## src/hw/rtl/itp_pkg.sv

```systemverilog
`timescale 1ns / 1ps
`default_nettype none
// ----------------------------------------------------------------------------
// itp_pkg
// Shared types and constants of the integer text parser: character codes,
// base codes, configuration register indexes and the queue entry format.
// ----------------------------------------------------------------------------
package itp_pkg;

  // port widths of the result fields
  localparam int unsigned OUT_VALUE_W = 64;
  localparam int unsigned OUT_COUNT_W = 16;

  // configuration port
  localparam int unsigned CFG_DATA_W = 6;
  localparam logic REG_BASE   = 1'b0;
  localparam logic REG_SIGNED = 1'b1;

  // base codes
  localparam logic [5:0] BASE_AUTO = 6'd0;
  localparam logic [5:0] BASE_ONE  = 6'd1;
  localparam logic [5:0] BASE_MIN  = 6'd2;
  localparam logic [5:0] BASE_OCT  = 6'd8;
  localparam logic [5:0] BASE_DEC  = 6'd10;
  localparam logic [5:0] BASE_HEX  = 6'd16;
  localparam logic [5:0] BASE_MAX  = 6'd36;

  // character codes
  localparam logic [7:0] CH_0     = 8'h30;
  localparam logic [7:0] CH_9     = 8'h39;
  localparam logic [7:0] CH_LA    = 8'h61;
  localparam logic [7:0] CH_LZ    = 8'h7A;
  localparam logic [7:0] CH_UA    = 8'h41;
  localparam logic [7:0] CH_UZ    = 8'h5A;
  localparam logic [7:0] CH_PLUS  = 8'h2B;
  localparam logic [7:0] CH_MINUS = 8'h2D;
  localparam logic [7:0] CH_SPACE = 8'h20;
  localparam logic [7:0] CH_TAB   = 8'h09;
  localparam logic [7:0] CH_CR    = 8'h0D;

  // digit codes: letters map to 10..35, x/X is 33, anything else no digit
  localparam logic [5:0] DIGIT_ZERO = 6'd0;
  localparam logic [5:0] DIGIT_X    = 6'd33;
  localparam logic [5:0] NO_DIGIT   = 6'h3F;
  localparam logic [5:0] LETTER_OFS = 6'd10;

  // queue between front and back
  localparam int unsigned QUEUE_DEPTH = 4;

  // classified character
  typedef struct packed {
    logic [5:0] digit;
    logic       is_space;
    logic       is_plus;
    logic       is_minus;
    logic       start;
    logic       last;
  } entry_t;

endpackage
`default_nettype wire

```

## src/hw/rtl/itp_front.sv

```systemverilog
`timescale 1ns / 1ps
`default_nettype none
// ----------------------------------------------------------------------------
// itp_front
// Input side: takes character transfers while the queue has room and
// classifies each character into digit value, whitespace and sign flags.
// ----------------------------------------------------------------------------
module itp_front (
  input  wire logic           in_valid,
  output logic                in_stall,
  input  wire logic [7:0]     in_chr,
  input  wire logic           in_start_req,
  input  wire logic           in_last,
  input  wire logic           q_full,
  output logic                q_push,
  output itp_pkg::entry_t     q_entry
);

  logic [5:0] digit;

  // digit value of the character
  always_comb begin
    digit = itp_pkg::NO_DIGIT;
    if (in_chr >= itp_pkg::CH_0 && in_chr <= itp_pkg::CH_9) begin
      digit = 6'(in_chr - itp_pkg::CH_0);
    end else if (in_chr >= itp_pkg::CH_LA && in_chr <= itp_pkg::CH_LZ) begin
      digit = 6'(in_chr - itp_pkg::CH_LA) + itp_pkg::LETTER_OFS;
    end else if (in_chr >= itp_pkg::CH_UA && in_chr <= itp_pkg::CH_UZ) begin
      digit = 6'(in_chr - itp_pkg::CH_UA) + itp_pkg::LETTER_OFS;
    end
  end

  // entry for the queue
  always_comb begin
    q_entry.digit    = digit;
    q_entry.is_space = (in_chr == itp_pkg::CH_SPACE) ||
                       (in_chr >= itp_pkg::CH_TAB && in_chr <= itp_pkg::CH_CR);
    q_entry.is_plus  = (in_chr == itp_pkg::CH_PLUS);
    q_entry.is_minus = (in_chr == itp_pkg::CH_MINUS);
    q_entry.start    = in_start_req;
    q_entry.last     = in_last;
  end

  // handshake
  assign in_stall = q_full;
  assign q_push   = in_valid && !q_full;

endmodule
`default_nettype wire

```

## src/hw/rtl/itp_fifo.sv

```systemverilog
`timescale 1ns / 1ps
`default_nettype none
// ----------------------------------------------------------------------------
// itp_fifo
// Short queue of classified characters between the front and the back.
// ----------------------------------------------------------------------------
module itp_fifo (
  input  wire logic            clk,
  input  wire logic            rst_n,
  input  wire logic            push,
  input  wire itp_pkg::entry_t push_entry,
  output logic                 full,
  input  wire logic            pop,
  output logic                 not_empty,
  output itp_pkg::entry_t      head
);

  localparam int unsigned DEPTH = itp_pkg::QUEUE_DEPTH;
  localparam int unsigned PTR_W = $clog2(DEPTH);
  localparam int unsigned CNT_W = $clog2(DEPTH + 1);

  itp_pkg::entry_t   mem_r [DEPTH];
  logic [PTR_W-1:0]  wr_ptr_r, wr_ptr_nxt;
  logic [PTR_W-1:0]  rd_ptr_r, rd_ptr_nxt;
  logic [CNT_W-1:0]  count_r, count_nxt;

  assign full      = (count_r == CNT_W'(DEPTH));
  assign not_empty = (count_r != '0);
  assign head      = mem_r[rd_ptr_r];

  // pointer and fill count update
  always_comb begin
    wr_ptr_nxt = wr_ptr_r;
    rd_ptr_nxt = rd_ptr_r;
    count_nxt  = count_r;
    if (push) begin
      wr_ptr_nxt = (wr_ptr_r == PTR_W'(DEPTH - 1)) ? '0 : wr_ptr_r + 1'b1;
    end
    if (pop) begin
      rd_ptr_nxt = (rd_ptr_r == PTR_W'(DEPTH - 1)) ? '0 : rd_ptr_r + 1'b1;
    end
    if (push && !pop) begin
      count_nxt = count_r + 1'b1;
    end else if (pop && !push) begin
      count_nxt = count_r - 1'b1;
    end
  end

  always_ff @(posedge clk) begin
    if (!rst_n) begin
      wr_ptr_r <= '0;
      rd_ptr_r <= '0;
      count_r  <= '0;
    end else begin
      wr_ptr_r <= wr_ptr_nxt;
      rd_ptr_r <= rd_ptr_nxt;
      count_r  <= count_nxt;
    end
  end

  // storage
  always_ff @(posedge clk) begin
    if (push) begin
      mem_r[wr_ptr_r] <= push_entry;
    end
  end

endmodule
`default_nettype wire

```

## src/hw/rtl/itp_back.sv

```systemverilog
`timescale 1ns / 1ps
`default_nettype none
// ----------------------------------------------------------------------------
// itp_back
// Parse engine: walks the prefix/sign/digit state machine one character a
// cycle unless queue is empty or output stalled, multiply-accumulates digits
// with overflow check and holds the result in an output register until taken.
// ----------------------------------------------------------------------------
module itp_back #(
  parameter int unsigned VALUE_WIDTH = 64,
  parameter int unsigned COUNT_WIDTH = 16
) (
  input  wire logic                               clk,
  input  wire logic                               rst_n,
  input  wire logic [5:0]                         base_cfg,
  input  wire logic                               signed_cfg,
  input  wire logic                               q_valid,
  input  wire itp_pkg::entry_t                    q_entry,
  output logic                                    q_pop,
  output logic                                    out_valid,
  input  wire logic                               out_stall,
  output logic [itp_pkg::OUT_VALUE_W-1:0]         out_value,
  output logic [itp_pkg::OUT_COUNT_W-1:0]         out_consumed,
  output logic                                    out_range_error,
  output logic                                    out_digits_found
);

  localparam int unsigned VW  = VALUE_WIDTH;
  localparam int unsigned CW  = COUNT_WIDTH;
  localparam int unsigned MW  = VW + 6;
  localparam int unsigned PXW = CW + itp_pkg::OUT_COUNT_W;
  localparam logic [VW-1:0] SMAX = {1'b0, {(VW - 1){1'b1}}};
  localparam logic [VW-1:0] SMIN = {1'b1, {(VW - 1){1'b0}}};

  typedef enum logic [5:0] {
    PH_LEAD   = 6'b000001,
    PH_FIRST  = 6'b000010,
    PH_ZERO   = 6'b000100,
    PH_XSEEN  = 6'b001000,
    PH_DIGITS = 6'b010000,
    PH_DONE   = 6'b100000
  } phase_t;

  // parse state
  phase_t          phase_r, phase_nxt, phase_cur;
  logic            neg_r, neg_nxt, neg_cur;
  logic [5:0]      ebase_r, ebase_nxt, ebase_cur;
  logic [VW-1:0]   acc_r, acc_nxt, acc_cur;
  logic            ovf_r, ovf_nxt, ovf_cur;
  logic            have_r, have_nxt, have_cur;
  logic [CW-1:0]   pos_r, pos_nxt, pos_cur;

  // result register
  logic            out_valid_r, out_valid_nxt;
  logic [VW-1:0]   res_acc_r;
  logic            res_neg_r, res_ovf_r, res_have_r, res_signed_r;
  logic [CW-1:0]   res_pos_r;

  logic            fire, emit, active, ends, take, first;
  logic            bad_base, zero_prefix;
  logic [1:0]      inc;
  logic [CW:0]     pos_sum;
  logic [MW-1:0]   mac;
  logic [VW-1:0]   limit;
  logic [VW-1:0]   res_val;
  logic [PXW-1:0]  pos_ext;

  assign fire  = q_valid && (!out_valid_r || !out_stall);
  assign q_pop = fire;

  // a start request clears state before the character is taken
  always_comb begin
    if (q_entry.start) begin
      phase_cur = PH_LEAD;
      neg_cur   = 1'b0;
      ebase_cur = '0;
      acc_cur   = '0;
      ovf_cur   = 1'b0;
      have_cur  = 1'b0;
      pos_cur   = '0;
    end else begin
      phase_cur = phase_r;
      neg_cur   = neg_r;
      ebase_cur = ebase_r;
      acc_cur   = acc_r;
      ovf_cur   = ovf_r;
      have_cur  = have_r;
      pos_cur   = pos_r;
    end
  end

  // phase machine, digit accumulate and overflow check
  always_comb begin
    phase_nxt   = phase_cur;
    neg_nxt     = neg_cur;
    ebase_nxt   = ebase_cur;
    acc_nxt     = acc_cur;
    ovf_nxt     = ovf_cur;
    have_nxt    = have_cur;
    inc         = 2'd0;
    ends        = 1'b0;
    take        = 1'b0;
    first       = 1'b0;
    active      = 1'b1;
    bad_base    = (base_cfg == itp_pkg::BASE_ONE) || (base_cfg > itp_pkg::BASE_MAX);
    zero_prefix = (q_entry.digit == itp_pkg::DIGIT_ZERO) &&
                  ((base_cfg == itp_pkg::BASE_AUTO) || (base_cfg == itp_pkg::BASE_HEX));

    case (phase_cur)
      PH_LEAD: begin
        if (q_entry.is_space) begin
          inc = 2'd1;
        end else if (q_entry.is_plus || q_entry.is_minus) begin
          neg_nxt   = q_entry.is_minus;
          inc       = 2'd1;
          phase_nxt = PH_FIRST;
        end else begin
          first = 1'b1;
        end
      end
      PH_FIRST: begin
        first = 1'b1;
      end
      PH_ZERO: begin
        if (q_entry.digit == itp_pkg::DIGIT_X) begin
          phase_nxt = PH_XSEEN;
        end else begin
          phase_nxt = PH_DIGITS;
          take      = 1'b1;
        end
      end
      PH_XSEEN: begin
        if (q_entry.digit < itp_pkg::BASE_HEX) begin
          // the deferred x counts together with the first hex digit
          ebase_nxt = itp_pkg::BASE_HEX;
          inc       = 2'd1;
          phase_nxt = PH_DIGITS;
          take      = 1'b1;
        end else begin
          ends = 1'b1;
        end
      end
      PH_DIGITS: begin
        take = 1'b1;
      end
      default: begin
        active = 1'b0;
      end
    endcase

    // first character of the number: base check, base selection and zero prefix
    if (first) begin
      if (bad_base) begin
        ends = 1'b1;
      end else if (zero_prefix) begin
        have_nxt  = 1'b1;
        acc_nxt   = '0;
        ebase_nxt = (base_cfg == itp_pkg::BASE_HEX) ? itp_pkg::BASE_HEX
                                                    : itp_pkg::BASE_OCT;
        inc       = 2'd1;
        phase_nxt = PH_ZERO;
      end else begin
        ebase_nxt = (base_cfg == itp_pkg::BASE_AUTO) ? itp_pkg::BASE_DEC : base_cfg;
        phase_nxt = PH_DIGITS;
        take      = 1'b1;
      end
    end

    // overflow limit for the current sign and mode
    if (signed_cfg) begin
      limit = neg_cur ? SMIN : SMAX;
    end else begin
      limit = '1;
    end

    // acc * base + digit, overflow when it passes the limit
    mac = MW'(acc_cur) * MW'(ebase_nxt) + MW'(q_entry.digit);
    if (take) begin
      if ((q_entry.digit >= ebase_nxt) || (ebase_nxt < itp_pkg::BASE_MIN)) begin
        ends = 1'b1;
      end else begin
        if (!ovf_cur) begin
          if (mac > MW'(limit)) begin
            ovf_nxt = 1'b1;
          end else begin
            acc_nxt = mac[VW-1:0];
          end
        end
        have_nxt = 1'b1;
        inc      = inc + 2'd1;
      end
    end

    emit = active && (ends || q_entry.last);
    if (emit) begin
      phase_nxt = PH_DONE;
    end
  end

  // saturating position count
  always_comb begin
    pos_sum = {1'b0, pos_cur} + (CW + 1)'(inc);
    if (pos_sum > {1'b0, {CW{1'b1}}}) begin
      pos_nxt = '1;
    end else begin
      pos_nxt = pos_sum[CW-1:0];
    end
  end

  // output register handshake
  always_comb begin
    out_valid_nxt = out_valid_r;
    if (fire && emit) begin
      out_valid_nxt = 1'b1;
    end else if (!out_stall) begin
      out_valid_nxt = 1'b0;
    end
  end

  always_ff @(posedge clk) begin
    if (!rst_n) begin
      phase_r     <= PH_LEAD;
      neg_r       <= 1'b0;
      ebase_r     <= '0;
      acc_r       <= '0;
      ovf_r       <= 1'b0;
      have_r      <= 1'b0;
      pos_r       <= '0;
      out_valid_r <= 1'b0;
    end else begin
      out_valid_r <= out_valid_nxt;
      if (fire) begin
        phase_r <= phase_nxt;
        neg_r   <= neg_nxt;
        ebase_r <= ebase_nxt;
        acc_r   <= acc_nxt;
        ovf_r   <= ovf_nxt;
        have_r  <= have_nxt;
        pos_r   <= pos_nxt;
      end
    end
  end

  // result payload
  always_ff @(posedge clk) begin
    if (fire && emit) begin
      res_acc_r    <= acc_nxt;
      res_neg_r    <= neg_nxt;
      res_ovf_r    <= ovf_nxt;
      res_have_r   <= have_nxt;
      res_signed_r <= signed_cfg;
      res_pos_r    <= pos_nxt;
    end
  end

  // final value: saturation or sign applied after the register
  always_comb begin
    if (!res_have_r) begin
      res_val = '0;
    end else if (res_ovf_r) begin
      if (res_signed_r) begin
        res_val = res_neg_r ? SMIN : SMAX;
      end else begin
        res_val = '1;
      end
    end else if (res_neg_r) begin
      res_val = '0 - res_acc_r;
    end else begin
      res_val = res_acc_r;
    end
  end

  assign pos_ext          = PXW'(res_pos_r);
  assign out_valid        = out_valid_r;
  assign out_value        = itp_pkg::OUT_VALUE_W'(res_val);
  assign out_consumed     = res_have_r ? pos_ext[itp_pkg::OUT_COUNT_W-1:0] : '0;
  assign out_range_error  = res_have_r && res_ovf_r;
  assign out_digits_found = res_have_r;

endmodule
`default_nettype wire

```

## src/hw/rtl/integer_text_parser.sv

```systemverilog
// Path: an accepted character transfer is written into the queue, taken by the
// parse engine from the queue head, and its result registered for out_valid.
// Throughput: one character per cycle, set by the single parse engine and
// its multiply-accumulate over the queue head; a stalled output holds it.
// Reset: clears queue, parse state and output; base = 0 (auto), signed = 1.
`timescale 1ns / 1ps
`default_nettype none
// ----------------------------------------------------------------------------
// integer_text_parser
// Streaming integer text parser: character front end, queue, and parse
// engine with base detection, sign handling and saturation.
// ----------------------------------------------------------------------------
module integer_text_parser #(
  parameter int unsigned VALUE_WIDTH = 64,
  parameter int unsigned COUNT_WIDTH = 16
) (
  input  wire logic                                 clk,
  input  wire logic                                 rst_n,
  // character channel
  input  wire logic                                 in_valid,
  output logic                                      in_stall,
  input  wire logic [7:0]                           in_chr,
  input  wire logic                                 in_start_req,
  input  wire logic                                 in_last,
  // result channel
  output logic                                      out_valid,
  input  wire logic                                 out_stall,
  output logic [itp_pkg::OUT_VALUE_W-1:0]           out_value,
  output logic [itp_pkg::OUT_COUNT_W-1:0]           out_consumed,
  output logic                                      out_range_error,
  output logic                                      out_digits_found,
  // configuration write
  input  wire logic                                 cfg_valid,
  output logic                                      cfg_ready,
  input  wire logic                                 cfg_index,
  input  wire logic [itp_pkg::CFG_DATA_W-1:0]       cfg_data
);

  logic [5:0]      base_r;
  logic            signed_r;
  logic            q_push, q_full, q_pop, q_valid;
  itp_pkg::entry_t push_entry, head_entry;

  // configuration registers
  assign cfg_ready = 1'b1;

  always_ff @(posedge clk) begin
    if (!rst_n) begin
      base_r   <= itp_pkg::BASE_AUTO;
      signed_r <= 1'b1;
    end else if (cfg_valid && cfg_ready) begin
      case (cfg_index)
        itp_pkg::REG_BASE:   base_r   <= cfg_data[5:0];
        itp_pkg::REG_SIGNED: signed_r <= cfg_data[0];
        default: ;
      endcase
    end
  end

  // character classification and input transfer
  itp_front u_front (
    .in_valid     (in_valid),
    .in_stall     (in_stall),
    .in_chr       (in_chr),
    .in_start_req (in_start_req),
    .in_last      (in_last),
    .q_full       (q_full),
    .q_push       (q_push),
    .q_entry      (push_entry)
  );

  // queue between front and back
  itp_fifo u_fifo (
    .clk        (clk),
    .rst_n      (rst_n),
    .push       (q_push),
    .push_entry (push_entry),
    .full       (q_full),
    .pop        (q_pop),
    .not_empty  (q_valid),
    .head       (head_entry)
  );

  // parse engine and result register
  itp_back #(
    .VALUE_WIDTH (VALUE_WIDTH),
    .COUNT_WIDTH (COUNT_WIDTH)
  ) u_back (
    .clk              (clk),
    .rst_n            (rst_n),
    .base_cfg         (base_r),
    .signed_cfg       (signed_r),
    .q_valid          (q_valid),
    .q_entry          (head_entry),
    .q_pop            (q_pop),
    .out_valid        (out_valid),
    .out_stall        (out_stall),
    .out_value        (out_value),
    .out_consumed     (out_consumed),
    .out_range_error  (out_range_error),
    .out_digits_found (out_digits_found)
  );

endmodule
`default_nettype wire

```

## config.mk

```make
export PLATFORM = sky130hd
export DESIGN_NAME = integer_text_parser
export DESIGN_NICKNAME = d
export VERILOG_FILES = /design/src/hw/rtl/itp_pkg.sv /design/src/hw/rtl/itp_front.sv /design/src/hw/rtl/itp_fifo.sv /design/src/hw/rtl/itp_back.sv /design/src/hw/rtl/integer_text_parser.sv
export SDC_FILE = /design/constraint.sdc
export NUM_CORES = 2
export LEC_CHECK = 0
export BUFFER_PORTS_ARGS = -buffer_cell sky130_fd_sc_hd__clkbuf_2
export CORE_UTILIZATION = 30
export CTS_BUF_LIST = sky130_fd_sc_hd__clkbuf_16
export DETAILED_ROUTE_END_ITERATION = 10
export PLACE_DENSITY = 0.49
export SLEW_MARGIN = 20
export SYNTH_ARGS = -nofsm -noshare
export SYNTH_HDL_FRONTEND = slang
export SYNTH_SLANG_ARGS = --single-unit
```

## constraint.sdc

```tcl
create_clock -name clk -period 13.7 [get_ports clk]
set_input_delay 4.11 -clock clk [delete_from_list [all_inputs] [get_ports clk]]
set_output_delay 4.11 -clock clk [all_outputs]
set_load 0.02 [all_outputs]
```

---- Word-level counts from Yosys, hierarchy flattened ----
Memory sizes are Yosys's and may differ from the RTL's. A register that Yosys moved wholly into a read port is not among the register bits.
Index checks and enable logic that the tools add are counted.
operators by class
  add/subtract/negate cells ............... 13
  $lt $le $gt $ge ......................... 14
  muxes and demuxes ....................... 89
  reduce and logical (&&, ||, !) cells .... 31
  equal/unequal tests ..................... 15
  multipliers ............................. 1
  bitwise logic cells ..................... 1
operators by type and width
  kind                                                                    count
  64-bit two-way mux                                                      15
  6-bit two-way mux                                                       17
  70-bit by 6-bit adder with 70-bit output                                1
  70-bit by 64-bit > comparator with 1-bit output                         1
  64-bit by 6-bit multiplier with 70-bit output                           1
  1-bit by 64-bit subtractor with 64-bit output, first input constant     1
  16-bit two-way mux                                                      3
  1-bit two-way mux                                                       35
  8-bit by 6-bit == test with 1-bit output, second input constant         3
  2-bit two-way mux                                                       10
  6-bit one-hot mux with 3 select lines                                   1
  16-bit by 2-bit adder with 17-bit output                                1
  17-bit by 16-bit > comparator with 1-bit output, second input constant  1
  8-bit by 7-bit >= comparator with 1-bit output, second input constant   2
  8-bit by 7-bit <= comparator with 1-bit output, second input constant   2
  5-bit two-way mux                                                       3
  6-bit by 4-bit adder with 6-bit output, second input constant           2
  6-bit by 1-bit == test with 1-bit output, second input constant         2
  6-bit by 5-bit == test with 1-bit output, second input constant         2
  1-bit logical AND                                                       12
  6-bit zero test                                                         2
  6-bit subtractor, second input constant                                 2
  8-bit by 4-bit >= comparator with 1-bit output, second input constant   1
  8-bit by 6-bit >= comparator with 1-bit output, second input constant   1
  other kinds (28)                                                        43
word-level totals
  bits of input ports ..................... 22
  output and inout bits ................... 85
  logic and storage cells ................. 184
  memory bits (writable) .................. 44
  flip-flop bits (word level) ............. 194
  memories ................................ 1
memory list
  memory        depth  bits a word  read ports  clocked after memory_dff  wr ports  line            RTL
  u_fifo.mem_r  4      11           1           1                         1         itp_fifo.sv:22  itp_pkg::entry_t mem_r [DEPTH];

---- Longest topological paths before layout ----
  depth in word-level cells ............... 14
  gate-level depth with buffers ........... 45
  mapped depth without buffers ............ 40

---- By module ----
Synthesis repeated with hierarchy kept, for this count alone.
unflattened totals
  cells, all modules ...................... 3128
  area, all modules ....................... 27073.5 sq um
by module, submodules not included
  module               times used  cells an instance  sequential area each (sq um)  area an instance (sq um)
  itp_back             1           2924               4444.3                        24223.2
  itp_fifo             1           101                1501.4                        2048.2
  itp_front            1           70                 0.0                           493.0
  integer_text_parser  1           33                 140.1                         309.0

---- Least setup slack after synthesis ----
OpenSTA, ideal clock, no wires.
  path type ............................... reg-to-reg
  start ................................... reg with a tool-made name
  end ..................................... reg u_back.res_acc_r[43] (data pin)
  path buffers ............................ 8
  stages on the path, launching flop included .. 43
  data required time ...................... 13446 ps
  period minus slack after synthesis ...... 10088 ps
  arrival time ............................ 9834 ps
  setup slack ............................. 3612 ps
  setup time .............................. 254 ps
  path through ............................ dfxtp_1 > clkbuf_1 > buf_2 > mux4_2 > o32a_1 > nor2_1 > buf_2 > o22ai_1 > inv_1 > clkbuf_1 > clkbuf_1 > nor2_1 > fa_1 > inv_1 > fa_1 > fa_1 > inv_1 > ha_1 > (+7 left out) > nor3b_1 > o21a_1 > o21bai_1 > xor2_1 > ha_1 > nand4_1 > nor4_1 > and4b_1 > nand4_1 > o21ai_0 > a21oi_1 > a211oi_1 > nand4_1 > nor4_1 > clkbuf_1 > clkbuf_1 > nor3_1 > a21o_1
RTL lines
  what                  line             RTL
  to (signal assigned)  itp_back.sv:247  res_acc_r <= acc_nxt;
  to (decl)             itp_back.sv:55   logic [VW-1:0] res_acc_r;

==> run_results.csv <==
group,metric,value,unit
global_route,grt_pass1_wl,135,mm
logic_synthesis,synthesis.area,0.0270,sq mm
floorplan,core_area,0.0888,sq mm
status,status,"completed",
power_and_ir_drop,leakagePower,13.2,nW
finish,syn2layout_area_growth,9.61,%
power_and_ir_drop,combPwrFrac,0.580,
clocking,cts_tree,"built",
floorplan,die_x,302,um
logic_synthesis,yosys.cell_count.top_type,"nor2_1",
sta,slew_headroom,0.261,
global_route,gr-usage-all-layers,0.188,
logic_synthesis,synth-simple-area-share,0.202,
worst_setup_path,crit_fanout,43,
sta,tns,0,ns
global_route,grt_pass1_vias,22820,
clocking,cts_resized,0,
finish,multi_input_area,0.0195,sq mm
worst_setup_path,cp-end-kind,"flop",
logic_synthesis,synth_fa_ha_area_frac,0.297,
logic_synthesis,synth_top_family_by_area,"adder cells",
floorplan,std_cell_rows,109,
clocking,cts_buffers,26,
hold_path,min-delay-start,"u_back.pos_r[8]",
flow_run,cap_violations,0,
power_and_ir_drop,peakVddDrop,135,uV
routing,ant_nets,0,
power_and_ir_drop,p_int,2.45,mW
worst_setup_path,required,14.16,ns
sta,fin_ws,1.53,ns
floorplan,die_area,0.0913,sq mm
place,pre_cts_slack,1.70,ns
logic_synthesis,ys_seq_area_frac,0.225,
logic_synthesis,netlist-cell-type-count,87,
routing,drt-initial-drc-count,1715,
logic_synthesis,synth_area_leader_cell,"fa_1",
routing,wire_per_inst,19.8,um
logic_synthesis,synthMuxAreaShare,0.0159,
hold_path,hold_class,"flop to flop",
worst_setup_path,critical_path_class,"flop to flop",
clocking,htree_levels,1,
logic_synthesis,synth-main-ff-cell,"edfxtp_1",
worst_setup_path,cp.arrival,12.63,ns
logic_synthesis,ys_ff_latch,240,
clocking,max-clock-path-buffers,3,
global_route,grt_overflow_total,0,
sta,post-route-min-period,12.17,ns
routing,drc,0,
finish,seq_area,0.00609,sq mm
power_and_ir_drop,p_per_area,168,mW/mm^2
floorplan,initial_core_util,0.304,
routing,via_per_inst,5.28,
place,place.gp.congestion,0.931,
power_and_ir_drop,switching_share,0.508,
finish,nFillCells,9257,
worst_setup_path,cp_slowest_cell,"o31ai_1",
clocking,cts.sinks,240,
routing,firstDrtPassIters,5,
finish,nets,3666,
clocking,path_clk_slew,0.06,ns
floorplan,die_h,302,um
sta,rsz0062_at_grt,"no",
logic_synthesis,postSynthCellCount,3155,
global_route,grt_max_degree,67,
routing,totalWireLength,85.9,mm
finish,post_route_cells_drive_above_1_share,0.0901,
worst_setup_path,cpPeakStageDelay,0.76,ns
power_and_ir_drop,clkPwrFrac,0.152,
clocking,clock_latency,0.57,ns
sta,hold_ws,0.487,ns
power_and_ir_drop,pwr-share-seq,0.267,
sta,fin_crit_sh,0.889,
clocking,root_buffer,"clkbuf_16",
power_and_ir_drop,finalPower,4.98,mW
sta,setup_viol,0,
sta,max_freq,0.0821,GHz
logic_synthesis,syn-num-nets,3666,
power_and_ir_drop,p_sw,2.53,mW
sta,fin_skew,0.0128,ns
logic_synthesis,synthTopCellsByArea,"fa_1 19%, edfxtp_1 14%, ha_1 11%",
logic_synthesis,synth_xor_area_frac,0.0473,
logic_synthesis,ys_async_sr_fraction,0,
worst_setup_path,crit_path_start_kind,"flop",
place,io_buffers,105,
clocking,cts_setup_buffers,0,
sta,worst_pin_slew,1.11,ns
logic_synthesis,synth_compound_area_frac,0.157,
clocking,ctsHoldBuffers,0,
sta,hold_viol_final,0,
sta,slew_viol_final,0,
global_route,antenna_found_initial,1,
logic_synthesis,yosysTopAreaCellShare,0.188,
floorplan,io_pins,107,
place,dp_hpwl,66.9,mm
logic_synthesis,synth_common_cells,"484 x nor2_1, 364 x nand2_1, 254 x fa_1",
logic_synthesis,ys_warn_count,0,
routing,routed-via-count,22930,
logic_synthesis,synth.avg_cell_area,8.57,sq um
logic_synthesis,synth_edf_count,128,
## metrics by stage
step | area (sq um) | utilization | std cells
5_1_grt | 29600 | 0.334 | 4339
4_1_cts | 29600 | 0.334 | 4339
2_1_floorplan | 27000 | - | 3155
3_5_place_dp | 28700 | 0.324 | 4292
6_report | 29600 | 0.334 | 4340
3_3_place_gp | 28700 | 0.324 | 4292
## cells by family after synthesis
family,after synthesis
AO/OA/AOI/OAI,636
XOR/XNOR,146
adder cells (fa/ha/maj),489
buffers and inverters,394
flip-flops,240
multiplexers,29
other,1
AND/OR/NAND/NOR,1220
## area by class of cell
cell class | instances | share of cell area
tap | 1165 | 0.0492
sequential | 240 | 0.205
inverter | 219 | 0.0278
antenna | 1 | 0.0000845
clock inverter | 21 | 0.00828
multi-input combinational | 2521 | 0.658
clock buffer | 26 | 0.0220
timing repair buffer | 147 | 0.0292
## state kept, by name, indices dropped and copies added, names as in the netlist, 6 cells and up, named ones only
signal,flops
base_r,6
u_back.acc_r,64
u_back.ebase_r,6
u_back.phase_r,6
u_back.pos_r,16
u_back.res_acc_r,64
u_back.res_pos_r,16
u_fifo.mem_r,44
## power by group through the flow
stage	combinational [mW]	clock, mW	sequential (mW)
after CTS	2.90	0.779	1.33
after global routing	3.19	0.800	1.36
after detailed placement	2.89	0	1.34
after floorplan	1.99	0	1.25
after global placement	2.89	0	1.34
final	2.89	0.760	1.33
## worst paths after layout
kind,endpoint,slack [ns],cells past startpoint
min reg2reg,u_back.pos_r[8],0.49,2
max reg2reg,u_back.acc_r[28],1.53,35
max,u_back.acc_r[28],1.53,35
min,u_back.pos_r[8],0.49,2
## critical path, delay by kind of cell, from the launching register on
| family | cells | cell delay, ns |
|---|---|---|
| AND/OR/NAND/NOR | 10 | 2.95 |
| multiplexers | 1 | 0.59 |
| AO/OA/AOI/OAI | 14 | 3.83 |
| adder cells (fa/ha/maj) | 6 | 2.48 |
| buffers and inverters | 3 | 1.08 |
| flip-flops | 1 | 0.63 |
| XOR/XNOR | 1 | 0.37 |
## layer usage
| layer | up-vias | track usage | share of wire |
|---|---|---|---|
| met5 | - | 0 | 0 |
| met4 | 0 | 0.0382 | 0.019 |
| met3 | 86 | 0.0181 | 0.047 |
| met2 | 598 | 0.312 | 0.46 |
| met1 | 11381 | 0.265 | 0.48 |
| li1 | 10865 | - | - |
## layout by cell type, fill, tap and decap left out, types with 10 or more instances in the layout
master,count
a211oi_1,19
mux2i_1,15
o21ai_0,159
ha_1,235
and2_1,39
o31ai_1,28
xnor2_1,105
nand2_1,363
inv_1,214
nor2_1,483
xor2_1,41
nand4_1,46
nand3_1,84
clkbuf_2,105
nor3_1,42
a21o_1,41
a2bb2o_1,29
nand2b_1,19
buf_4,40
or3_1,17
o21ba_2,36
nor2b_1,33
and3_1,13
o22ai_1,23
clkbuf_16,26
or2_2,14
mux4_2,11
a31oi_1,30
dfxtp_1,112
fa_1,254
edfxtp_1,128
a21oi_1,146
o21a_1,19
o41ai_1,12
nor4_1,18
or4_1,10
Power figures use the tool's default switching activity.
